## src/hw/rtl/ttuip_pkg.sv

```systemverilog
package ttuip_pkg;

    localparam int unsigned MAX_STRING_LEN = 255;
    localparam int unsigned POS_W = $clog2(MAX_STRING_LEN + 1);

    localparam int unsigned CHAR_W = 8;
    localparam int unsigned RADIX_W = 6;
    localparam int unsigned VALUE_W = 64;
    localparam int unsigned OFFSET_W = 8;

    localparam logic [CHAR_W-1:0] CH_MINUS = 8'h2D;
    localparam logic [CHAR_W-1:0] CH_PLUS = 8'h2B;
    localparam logic [CHAR_W-1:0] CH_ZERO = 8'h30;
    localparam logic [CHAR_W-1:0] CH_LOWER_X = 8'h78;
    localparam logic [CHAR_W-1:0] CH_UPPER_X = 8'h58;

    localparam logic [RADIX_W-1:0] RADIX_AUTO = 6'd0;
    localparam logic [RADIX_W-1:0] RADIX_MIN = 6'd2;
    localparam logic [RADIX_W-1:0] RADIX_OCT = 6'd8;
    localparam logic [RADIX_W-1:0] RADIX_DEC = 6'd10;
    localparam logic [RADIX_W-1:0] RADIX_HEX = 6'd16;
    localparam logic [RADIX_W-1:0] RADIX_MAX = 6'd36;
    localparam logic [RADIX_W-1:0] BASE_RESET = RADIX_HEX;

    // Any value at or above every legal radix marks a character that is not a digit.
    localparam logic [RADIX_W-1:0] DIGIT_NONE = 6'd63;

    typedef struct packed {
        logic [CHAR_W-1:0] char_code;
        logic              final_char;
    } char_t;

    typedef struct packed {
        logic [VALUE_W-1:0]  parsed_value;
        logic [OFFSET_W-1:0] end_offset;
        logic                range_error;
        logic                found_digits;
    } result_t;

    function automatic logic [RADIX_W-1:0] digit_value(input logic [CHAR_W-1:0] c);
        logic [CHAR_W-1:0] d;
        begin
            d = {2'b00, DIGIT_NONE};
            if (c >= 8'h30 && c <= 8'h39)
            begin
                d = c - 8'h30;
            end
            else if (c >= 8'h61 && c <= 8'h7A)
            begin
                d = c - 8'h61 + 8'd10;
            end
            else if (c >= 8'h41 && c <= 8'h5A)
            begin
                d = c - 8'h41 + 8'd10;
            end
            return d[RADIX_W-1:0];
        end
    endfunction

    function automatic logic is_space(input logic [CHAR_W-1:0] c);
        begin
            return (c == 8'h20) || (c >= 8'h09 && c <= 8'h0D);
        end
    endfunction

endpackage

```

## src/hw/rtl/ttuip_in_stage.sv

```systemverilog
module ttuip_in_stage (
    input  logic                 clk,
    input  logic                 rst_n,
    input  logic                 in_valid,
    output logic                 in_ready,
    input  ttuip_pkg::char_t     in_char,
    input  logic                 out_can_load,
    output logic                 step,
    output ttuip_pkg::char_t     held_char,
    output logic                 empty
);

    logic             valid_reg;
    ttuip_pkg::char_t char_reg;

    // A final character may only move on when the result register can take its result.
    assign step = valid_reg && (!char_reg.final_char || out_can_load);
    assign in_ready = !valid_reg || step;
    assign held_char = char_reg;
    assign empty = !valid_reg;

    always_ff @(posedge clk or negedge rst_n)
    begin
        if (!rst_n)
        begin
            valid_reg <= 1'b0;
        end
        else if (in_ready)
        begin
            valid_reg <= in_valid;
        end
    end

    always_ff @(posedge clk)
    begin
        if (in_valid && in_ready)
        begin
            char_reg <= in_char;
        end
    end

endmodule

```

## src/hw/rtl/ttuip_core.sv

```systemverilog
module ttuip_core (
    input  logic                                    clk,
    input  logic                                    rst_n,
    input  logic                                    cfg_write,
    input  logic [ttuip_pkg::RADIX_W-1:0]           cfg_data,
    input  logic                                    step,
    input  ttuip_pkg::char_t                        cur_char,
    output logic                                    res_valid,
    output ttuip_pkg::result_t                      res
);

    typedef enum logic [2:0] {
        PH_SPACE,
        PH_SIGNED,
        PH_ZERO,
        PH_HEXPFX,
        PH_DIGITS,
        PH_DONE
    } phase_t;

    typedef enum logic [1:0] {
        ST_NONE,
        ST_DIGITS,
        ST_OVER
    } status_t;

    localparam logic [ttuip_pkg::POS_W:0] MAX_POS =
        (ttuip_pkg::POS_W + 1)'(ttuip_pkg::MAX_STRING_LEN);

    phase_t                               phase_reg, phase_next;
    status_t                              status_reg, status_next;
    logic [ttuip_pkg::VALUE_W-1:0]        acc_reg, acc_next;
    logic                                 minus_reg, minus_next;
    logic [ttuip_pkg::RADIX_W-1:0]        radix_reg, radix_next;
    logic [ttuip_pkg::RADIX_W-1:0]        base_reg;
    logic [ttuip_pkg::POS_W-1:0]          pos_reg, pos_next;
    logic [ttuip_pkg::POS_W-1:0]          last_reg, last_next;

    logic [ttuip_pkg::POS_W:0]            pos_inc;
    logic [ttuip_pkg::POS_W-1:0]          pos_sat;
    logic [ttuip_pkg::RADIX_W-1:0]        dval;
    logic                                 first_go;
    logic                                 do_take;
    logic                                 digit_ok;
    logic [ttuip_pkg::VALUE_W+6:0]        mac;
    logic [ttuip_pkg::VALUE_W-1:0]        value;
    logic [ttuip_pkg::CHAR_W-1:0]         c;

    always_comb
    begin
        c = cur_char.char_code;
        phase_next = phase_reg;
        status_next = status_reg;
        acc_next = acc_reg;
        minus_next = minus_reg;
        radix_next = radix_reg;
        last_next = last_reg;
        first_go = 1'b0;
        do_take = 1'b0;
        res = '0;

        pos_inc = {1'b0, pos_reg} + 1'b1;
        pos_sat = (pos_inc > MAX_POS) ? MAX_POS[ttuip_pkg::POS_W-1:0]
                                      : pos_inc[ttuip_pkg::POS_W-1:0];
        dval = ttuip_pkg::digit_value(c);

        unique case (phase_reg)
            PH_SPACE:
            begin
                if (ttuip_pkg::is_space(c))
                begin
                    phase_next = PH_SPACE;
                end
                else if (c == ttuip_pkg::CH_MINUS)
                begin
                    minus_next = 1'b1;
                    phase_next = PH_SIGNED;
                end
                else if (c == ttuip_pkg::CH_PLUS)
                begin
                    phase_next = PH_SIGNED;
                end
                else
                begin
                    first_go = 1'b1;
                end
            end
            PH_SIGNED:
            begin
                first_go = 1'b1;
            end
            PH_ZERO:
            begin
                if (c == ttuip_pkg::CH_LOWER_X || c == ttuip_pkg::CH_UPPER_X)
                begin
                    radix_next = ttuip_pkg::RADIX_HEX;
                    phase_next = PH_HEXPFX;
                end
                else
                begin
                    if (radix_reg == ttuip_pkg::RADIX_AUTO)
                    begin
                        radix_next = ttuip_pkg::RADIX_OCT;
                    end
                    if (status_reg == ST_NONE)
                    begin
                        status_next = ST_DIGITS;
                    end
                    do_take = 1'b1;
                end
            end
            PH_HEXPFX:
            begin
                if (dval < ttuip_pkg::RADIX_HEX)
                begin
                    do_take = 1'b1;
                end
                else
                begin
                    if (status_reg == ST_NONE)
                    begin
                        status_next = ST_DIGITS;
                    end
                    phase_next = PH_DONE;
                end
            end
            PH_DIGITS:
            begin
                do_take = 1'b1;
            end
            PH_DONE:
            begin
                phase_next = PH_DONE;
            end
            default:
            begin
                phase_next = phase_reg;
            end
        endcase

        // A leading zero may still open a hex prefix, so it is held back as a pending digit.
        if (first_go)
        begin
            if ((radix_reg == ttuip_pkg::RADIX_AUTO || radix_reg == ttuip_pkg::RADIX_HEX)
                && c == ttuip_pkg::CH_ZERO)
            begin
                phase_next = PH_ZERO;
                last_next = pos_sat;
            end
            else
            begin
                if (radix_reg == ttuip_pkg::RADIX_AUTO)
                begin
                    radix_next = ttuip_pkg::RADIX_DEC;
                end
                do_take = 1'b1;
            end
        end

        digit_ok = (radix_next >= ttuip_pkg::RADIX_MIN) && (radix_next <= ttuip_pkg::RADIX_MAX)
                   && (dval < radix_next);
        mac = {7'b0, acc_reg} * {65'b0, radix_next} + {65'b0, dval};

        if (do_take)
        begin
            if (!digit_ok)
            begin
                phase_next = PH_DONE;
            end
            else
            begin
                phase_next = PH_DIGITS;
                last_next = pos_sat;
                if (status_next != ST_OVER)
                begin
                    if (|mac[ttuip_pkg::VALUE_W+6:ttuip_pkg::VALUE_W])
                    begin
                        status_next = ST_OVER;
                        acc_next = '1;
                    end
                    else
                    begin
                        status_next = ST_DIGITS;
                        acc_next = mac[ttuip_pkg::VALUE_W-1:0];
                    end
                end
            end
        end

        pos_next = pos_sat;
        res_valid = step && cur_char.final_char;

        if (cur_char.final_char)
        begin
            if ((phase_next == PH_ZERO || phase_next == PH_HEXPFX) && status_next == ST_NONE)
            begin
                status_next = ST_DIGITS;
            end
            value = (status_next == ST_NONE) ? '0 : acc_next;
            if (minus_next && status_next == ST_DIGITS)
            begin
                value = '0 - value;
            end
            res.parsed_value = value;
            res.end_offset = (status_next == ST_NONE) ? '0 : ttuip_pkg::OFFSET_W'(last_next);
            res.range_error = (status_next == ST_OVER);
            res.found_digits = (status_next != ST_NONE);

            phase_next = PH_SPACE;
            status_next = ST_NONE;
            acc_next = '0;
            minus_next = 1'b0;
            radix_next = base_reg;
            pos_next = '0;
            last_next = '0;
        end
        else
        begin
            value = '0;
        end
    end

    always_ff @(posedge clk or negedge rst_n)
    begin
        if (!rst_n)
        begin
            phase_reg <= PH_SPACE;
            status_reg <= ST_NONE;
            acc_reg <= '0;
            minus_reg <= 1'b0;
            radix_reg <= ttuip_pkg::BASE_RESET;
            base_reg <= ttuip_pkg::BASE_RESET;
            pos_reg <= '0;
            last_reg <= '0;
        end
        else if (step)
        begin
            phase_reg <= phase_next;
            status_reg <= status_next;
            acc_reg <= acc_next;
            minus_reg <= minus_next;
            radix_reg <= radix_next;
            pos_reg <= pos_next;
            last_reg <= last_next;
        end
        else if (cfg_write)
        begin
            base_reg <= cfg_data;
            if (pos_reg == '0 && phase_reg == PH_SPACE)
            begin
                radix_reg <= cfg_data;
            end
        end
    end

endmodule

```

## src/hw/rtl/ttuip_out_stage.sv

```systemverilog
module ttuip_out_stage (
    input  logic               clk,
    input  logic               rst_n,
    input  logic               load,
    input  ttuip_pkg::result_t load_data,
    output logic               out_valid,
    input  logic               out_ready,
    output logic               can_load,
    output ttuip_pkg::result_t out_data
);

    logic               valid_reg;
    ttuip_pkg::result_t data_reg;

    assign can_load = !valid_reg || out_ready;
    assign out_valid = valid_reg;
    assign out_data = data_reg;

    always_ff @(posedge clk or negedge rst_n)
    begin
        if (!rst_n)
        begin
            valid_reg <= 1'b0;
        end
        else if (load)
        begin
            valid_reg <= 1'b1;
        end
        else if (out_ready)
        begin
            valid_reg <= 1'b0;
        end
    end

    always_ff @(posedge clk)
    begin
        if (load)
        begin
            data_reg <= load_data;
        end
    end

endmodule

```

## src/hw/rtl/text_to_unsigned_integer_parser.sv

```systemverilog
// Channel   Direction  Handshake              Payload
// in        input      in_valid / in_ready    char_code[7:0], final_char
// cfg       input      cfg_valid / cfg_ready  number_base[5:0]
// out       output     out_valid / out_ready  parsed_value[63:0], end_offset[7:0],
//                                             range_error, found_digits
//
// Each character is parsed while it sits in the input register, in the cycle after its
// transfer, so one character per cycle is sustained unless the result register stalls; the
// final character's result then goes to the result register. The single radix multiply-add on
// the 64-bit accumulator sets the cycle. Reset clears the parse state and loads base 16.
// A stalled result register holds back only the final character of the next string.
module text_to_unsigned_integer_parser (
    input  logic        clk,
    input  logic        rst_n,
    input  logic        in_valid,
    output logic        in_ready,
    input  logic [7:0]  char_code,
    input  logic        final_char,
    input  logic        cfg_valid,
    output logic        cfg_ready,
    input  logic [5:0]  number_base,
    output logic        out_valid,
    input  logic        out_ready,
    output logic [63:0] parsed_value,
    output logic [7:0]  end_offset,
    output logic        range_error,
    output logic        found_digits
);

    ttuip_pkg::char_t   in_char;
    ttuip_pkg::char_t   held_char;
    ttuip_pkg::result_t res;
    ttuip_pkg::result_t out_data;
    logic               step;
    logic               empty;
    logic               res_valid;
    logic               can_load;

    assign in_char.char_code = char_code;
    assign in_char.final_char = final_char;
    assign cfg_ready = empty;

    ttuip_in_stage u_in (
        .clk          (clk),
        .rst_n        (rst_n),
        .in_valid     (in_valid),
        .in_ready     (in_ready),
        .in_char      (in_char),
        .out_can_load (can_load),
        .step         (step),
        .held_char    (held_char),
        .empty        (empty)
    );

    ttuip_core u_core (
        .clk       (clk),
        .rst_n     (rst_n),
        .cfg_write (cfg_valid && cfg_ready),
        .cfg_data  (number_base),
        .step      (step),
        .cur_char  (held_char),
        .res_valid (res_valid),
        .res       (res)
    );

    ttuip_out_stage u_out (
        .clk       (clk),
        .rst_n     (rst_n),
        .load      (res_valid),
        .load_data (res),
        .out_valid (out_valid),
        .out_ready (out_ready),
        .can_load  (can_load),
        .out_data  (out_data)
    );

    assign parsed_value = out_data.parsed_value;
    assign end_offset = out_data.end_offset;
    assign range_error = out_data.range_error;
    assign found_digits = out_data.found_digits;

endmodule

```

## config.mk

```make
export PLATFORM = sky130hd
export DESIGN_NAME = text_to_unsigned_integer_parser
export DESIGN_NICKNAME = d
export VERILOG_FILES = /design/src/hw/rtl/ttuip_pkg.sv /design/src/hw/rtl/ttuip_in_stage.sv /design/src/hw/rtl/ttuip_core.sv /design/src/hw/rtl/ttuip_out_stage.sv /design/src/hw/rtl/text_to_unsigned_integer_parser.sv
export SDC_FILE = /design/constraint.sdc
export NUM_CORES = 1
export LEC_CHECK = 0
export BUFFER_PORTS_ARGS = -buffer_cell sky130_fd_sc_hd__buf_4
export CAP_MARGIN = 20
export CORE_ASPECT_RATIO = 1.4
export CORE_MARGIN = 2
export CORE_UTILIZATION = 55
export DETAILED_ROUTE_END_ITERATION = 6
export PLACE_DENSITY = 0.68
export SYNTH_ARGS = -nofsm -noshare
export SYNTH_HDL_FRONTEND = slang
export SYNTH_SLANG_ARGS = --single-unit
```

## constraint.sdc

```tcl
create_clock -name clk -period 12.11 [get_ports clk]
set_input_delay 3.633 -clock clk [delete_from_list [all_inputs] [get_ports clk]]
set_output_delay 3.633 -clock clk [all_outputs]
set_load 0.05 [all_outputs]
```

==> results of run 1 <==
==> logic make-up after synthesis <==
| family | count (synthesis) | synth area share |
|---|---|---|
| AOI/OAI and AO/OA | 794 | 0.206 |
| xor gates and xnor gates | 87 | 0.0299 |
| adders and majority gates | 421 | 0.281 |
| buffers and inverters | 272 | 0.0417 |
| DFF | 183 | 0.196 |
| muxes | 28 | 0.0115 |
| and+or+nand+nor | 1136 | 0.234 |
==> cell type report <==
class / instances / area, sq um
clock buffers: 19 / 475
clock inverters: 13 / 138
fillers: 4217 / 18600
inverters: 94 / 357
multi-input cells: 2466 / 19500
flip-flops and latches: 183 / 5000
well taps: 617 / 772
repair buffers: 127 / 983
==> worst max-delay path: cells and delay by family, from the launching register on <==
family                     cells  cell delay, ns
buffers and inverters          2            0.89
DFF                            1            0.51
AOI/OAI and AO/OA             12            3.97
and+or+nand+nor                8            2.76
muxes                          2            0.42
adders and majority gates      7            2.72
==> stage by stage <==
| step | area [sq um] | worst slack [ns] | cells |
|---|---|---|---|
| 6_report | 27200 | 0.552 | 3519 |
| 2_1_floorplan | 25500 | 2.46 | 2921 |
| 4_1_cts | 27200 | 0.738 | 3517 |
| 5_1_grt | 27200 | 0.105 | 3519 |
| 3_3_place_gp | 26600 | 1.03 | 3485 |
| 3_5_place_dp | 26600 | 0.795 | 3485 |
==> metal layers <==
| layer | vias up | GRT usage | part of all wire | routed length [um] |
|---|---|---|---|---|
| met2 | 1218 | 0.660 | 0.50 | 44800 |
| met5 | - | 0 | 0 | 0 |
| met1 | 11700 | 0.442 | 0.36 | 32300 |
| met4 | 0 | 0.251 | 0.080 | 7210 |
| li1 | 10300 | - | - | - |
| met3 | 365 | 0.0441 | 0.065 | 5880 |
==> worst paths after layout <==
| check | endpoint | slack [ns] |
|---|---|---|
| worst max-delay path | u_out.out_data[62] | 0.55 |
| worst min-delay path | u_core.base_reg[3] | 0.51 |
| worst max register to register | u_out.out_data[62] | 0.55 |
| worst min register to register | u_core.base_reg[3] | 0.51 |
| max in group asynchronous | u_core.acc_reg[23] | 7.58 |
| min in group asynchronous | u_core.last_reg[3] | 3.21 |
==> cells in the final DEF, fill, tap and decap left out, types with 17 or more instances in the layout <==
master / count
nor2_1: 262
fa_1: 252
and2_1: 250
a21oi_1: 226
nand2_1: 209
ha_1: 169
o21ai_0: 168
nor2b_1: 124
buf_4: 124
dfrtp_1: 98
inv_1: 90
edfxtp_1: 83
xnor2_1: 50
nor3_1: 49
o21a_1: 39
nand3_1: 37
nand4_1: 37
xor2_1: 37
a31oi_1: 34
a21o_1: 31
nand2b_1: 30
a22o_1: 30
o22a_1: 27
and3_1: 27
a211oi_1: 25
or3_1: 24
o211ai_1: 23
clkbuf_16: 19
mux2i_1: 18
o22ai_1: 17
nor4_1: 17
o31ai_1: 17
==> timing repair <==
| action | CTS | global route |
|---|---|---|
| setup endpoints to repair | 0 | 1 |
| gates resized for setup | 0 | 2 |
| buffers inserted | 0 | 0 |
==> results.json, run 1 <==
{
  "grt_pass1_wl_um": 139000,
  "wl_um": 90200,
  "ys_seq_elements": 183,
  "worstPathArrival_ns": 11.76,
  "postCtsHoldBufs": 0,
  "synth_most_common_cell": "nor2_1",
  "r2r_start": "u_in.held_char[2]",
  "track_usage": 0.381,
  "syn_avg_cell_area_sq_um": 8.72,
  "nNetsFinal": 3330,
  "status": "complete, but fails checks",
  "htree_levels": 4,
  "fin_util": 0.594,
  "slowest_stage": "clkinvlp_4",
  "gp_congestion": 1.10,
  "layout-drive-gt1-share": 0.0786,
  "antenna_found_initial": 0,
  "netlist_area_sq_um": 25500,
  "syn_nets": 3362,
  "cp_max_fo": 33,
  "vias_per_cell": 6.72,
  "areaGrowthSynthToFinish_pct": 6.91,
  "worstSkewPairLatency_ns": 0.46,
  "criticalPathCategory": "reg2reg",
  "skew_ns": 0.0178,
  "synthTopCellsByCount": "nor2_1 (267), fa_1 (252), and2_1 (250)",
  "end_kind": "flip-flop",
  "synthesis.instances": 2921,
  "yosysWarnings": 0,
  "async_flop_share": 0.546,
  "whs_ns": 0.513,
  "rows": 93,
  "io_pins": 97,
  "dr.pass1.iters": 7,
  "drtAntennaViolNets": 0,
  "start_util": 0.555,
  "gr-total-overflow": 0,
  "maxSlewHeadroom": 0.164,
  "ys_seq_area_frac": 0.196,
  "hp-class": "reg2reg",
  "grt_pass1_vias": 23800,
  "max_stage_delay_ns": 0.72,
  "fin_tns_setup_ns": 0,
  "setup_viol": 0,
  "clockRootBuffer": "clkbuf_16",
  "coreArea_sq_um": 45800,
  "ys_types": 101,
  "clockBufferDepth": 2,
  "die_w_um": 186,
  "fp.dieH_um": 259,
  "cts_tree": "done",
  "synth_edf_count": 83,
  "cts_buffers": 17,
  "min_path_cells": 1,
  "drt_iter0_markers": 2295,
  "fp.dieArea_sq_um": 48100,
  "diodes": 0,
  "path_clk_slew_ns": 0.08,
  "synthFlopType": "dfrtp_1",
  "rsz0062_at_grt": "false",
  "drcViolationCount": 4,
  "holdCritStartpoint": "u_core.base_reg[3]",
  "violations": "design-rule violations",
  "path_common_cell": "ha_1",
  "grt_max_degree": 75,
  "largest_reg_flops": 74,
  "ff2ff_path_depth": 31,
  "hold_viol": 0,
  "synth_top_cells_by_area": "fa_1 (20%), edfxtp_1 (9.8%), dfrtp_1 (9.6%)",
  "worstPathRequired_ns": 12.31,
  "cts_sinks": 183,
  "yosysTopAreaCellShare": 0.198,
  "wire_per_inst_um": 25.6,
  "portBuffers": 96,
  "slew_viol_final": 0,
  "min_period_over_period": 0.954,
  "dp_hpwl_um": 69300,
  "vias": 23600,
  "crit_start": "u_in.held_char[2]",
  "fmax_mhz": 86.5,
  "yosysTopAreaCell": "fa_1",
  "worst_pin_slew_ns": 1.25,
  "maxCapViolCount": 0,
  "startpoint_type": "flip-flop",
  "fin_crit_ns": 11.56
}
Power of run 1 is left out: the tool's default activity adds up to more than one toggle a clock period on the data nets, which glitch-free logic cannot reach.
==> run 2: changes to the inputs <==
--- a/config.mk
+++ b/config.mk
@@ -8,8 +8,9 @@
 export BUFFER_PORTS_ARGS = -buffer_cell sky130_fd_sc_hd__buf_4
 export CAP_MARGIN = 20
 export CORE_ASPECT_RATIO = 1.4
-export CORE_MARGIN = 2
+export CORE_MARGIN = 5
 export CORE_UTILIZATION = 55
+export CTS_CLUSTER_DIAMETER = 60
 export DETAILED_ROUTE_END_ITERATION = 6
 export PLACE_DENSITY = 0.68
 export SYNTH_ARGS = -nofsm -noshare
==> run 2 against run 1 <==
  * The flow now finishes without violations
  * Register-to-register slack improved by 0.25 ns
  * Core utilization shrank 0.074 points
  * Final area up 0.13%
  * Wire length increased by 0.18%
  * Cell count grew 0.26%
  * First-iteration DRC count is 1.2% lower
  * Global-route usage shrank 2.6 points
  * Non-clock buffer count up 9
  * Fmax rose by 2.3%
  * Clock skew fell by 0.0022 ns
  * Worst hold slack worse by 0.0017 ns
  * Via count is 0.73% lower
==> results.json, run 2 (same netlist as run 1, synthesis figures left out) <==
{
  "track_usage": 0.355,
  "diodes": 0,
  "slowest_stage": "a221oi_1",
  "worstPathRequired_ns": 12.33,
  "drt_iter0_markers": 2268,
  "fmax_mhz": 88.5,
  "layout-drive-gt1-share": 0.0807,
  "hp-class": "reg2reg",
  "criticalPathCategory": "reg2reg",
  "vias": 23500,
  "worst_pin_slew_ns": 0.989,
  "gr-total-overflow": 0,
  "gp_congestion": 1.03,
  "drcViolationCount": 0,
  "setup_viol": 0,
  "areaGrowthSynthToFinish_pct": 7.05,
  "wire_per_inst_um": 25.6,
  "cts_tree": "done",
  "worstPathArrival_ns": 11.52,
  "maxSlewHeadroom": 0.336,
  "nNetsFinal": 3339,
  "maxCapViolCount": 0,
  "start_util": 0.554,
  "slew_viol_final": 0,
  "post-cts-setup-buffer-count": 0,
  "cts_resized": 0,
  "largest_reg_flops": 74,
  "io_pins": 97,
  "path_clk_slew_ns": 0.08,
  "max_stage_delay_ns": 0.67,
  "dp_hpwl_um": 70400,
  "rsz0062_at_grt": "false",
  "min_period_over_period": 0.933,
  "fin_tns_setup_ns": 0,
  "cts_sinks": 183,
  "htree_levels": 4,
  "cp_max_fo": 18,
  "clockRootBuffer": "clkbuf_16",
  "fp.dieH_um": 265,
  "grt_pass1_wl_um": 140000,
  "portBuffers": 96,
  "clockBufferDepth": 2,
  "fp.dieArea_sq_um": 50800,
  "fin_crit_ns": 11.30,
  "grt_max_degree": 76,
  "dr.pass1.iters": 6,
  "hold_viol": 0,
  "coreArea_sq_um": 46000,
  "worstSkewPairLatency_ns": 0.47,
  "final_cell_mix": "nor2_1 (262), fa_1 (252), and2_1 (250)",
  "cts_buffers": 17,
  "vias_per_cell": 6.65,
  "grt_pass1_vias": 23900,
  "final_common_cell": "nor2_1",
  "die_w_um": 192,
  "antenna_found_initial": 1,
  "startpoint_type": "flip-flop",
  "rows": 93,
  "status": "finished, final reports clean",
  "skew_ns": 0.0156,
  "wl_um": 90400,
  "postCtsHoldBufs": 0,
  "drtAntennaViolNets": 0,
  "end_kind": "flip-flop"
}
==> run 2: cell count changes in the layout (fill, tap and decap cells not counted), moves of 3 or more <==
cell      change
inv_6         -6
buf_4        +11
inv_8         +3
clkinv_4      +4
==> run 2: layout make-up <==
| type | instances | area [sq um] |
|---|---|---|
| Multi-Input combinational cell | 2466 | 19500 |
| Clock buffer | 19 | 454 |
| Tap cell | 617 | 772 |
| Sequential cell | 183 | 5000 |
| Inverter | 94 | 353 |
| Clock inverter | 13 | 149 |
| Fill cell | 4194 | 18700 |
| Timing Repair Buffer | 136 | 1030 |
==> run 2: path summary, 6_finish.rpt <==
kind | start | endpoint | slack (ns) | cells past startpoint
max reg2reg | u_in.held_char[3] | u_out.out_data[62] | 0.81 | 29
min reg2reg | u_core.last_reg[0] | u_core.last_reg[0] | 0.51 | 1
min in group asynchronous | rst_n | u_core.last_reg[1] | 3.23 | 1
max in group asynchronous | rst_n | u_core.acc_reg[2] | 7.69 | 2
max | u_in.held_char[3] | u_out.out_data[62] | 0.81 | 29
min | u_core.last_reg[0] | u_core.last_reg[0] | 0.51 | 1
==> run 2: critical path: cells and delay by family (launching register included) <==
kind	cells	cell delay, ns
adders and majority gates	6	2.56
xor gates and xnor gates	1	0.39
buffers and inverters	2	0.55
and+or+nand+nor	8	2.61
muxes	1	0.17
DFF	1	0.62
AOI/OAI and AO/OA	11	4.11
==> run 2: layer usage <==
layer,track usage,routed length [um],vias up
li1,-,-,10300
met1,0.418,32600,11400
met2,0.599,43800,1282
met3,0.0432,5880,414
met4,0.251,8110,0
met5,0,0,-
==> run 2: through the flow <==
step                cells  hold WS (ns)   util  worst slack, ns  cell area [sq um]
CTS                  3528         0.510  0.593             1.04              27300
detailed placement   3496         0.485  0.580             1.09              26700
global placement     3496         0.486  0.580             1.34              26700
finish               3528         0.511  0.593            0.807              27300
global route         3528         0.528  0.593            0.208              27300
floorplan            2921         0.465      -             2.46              25500
Power of run 2 is left out for the same reason.
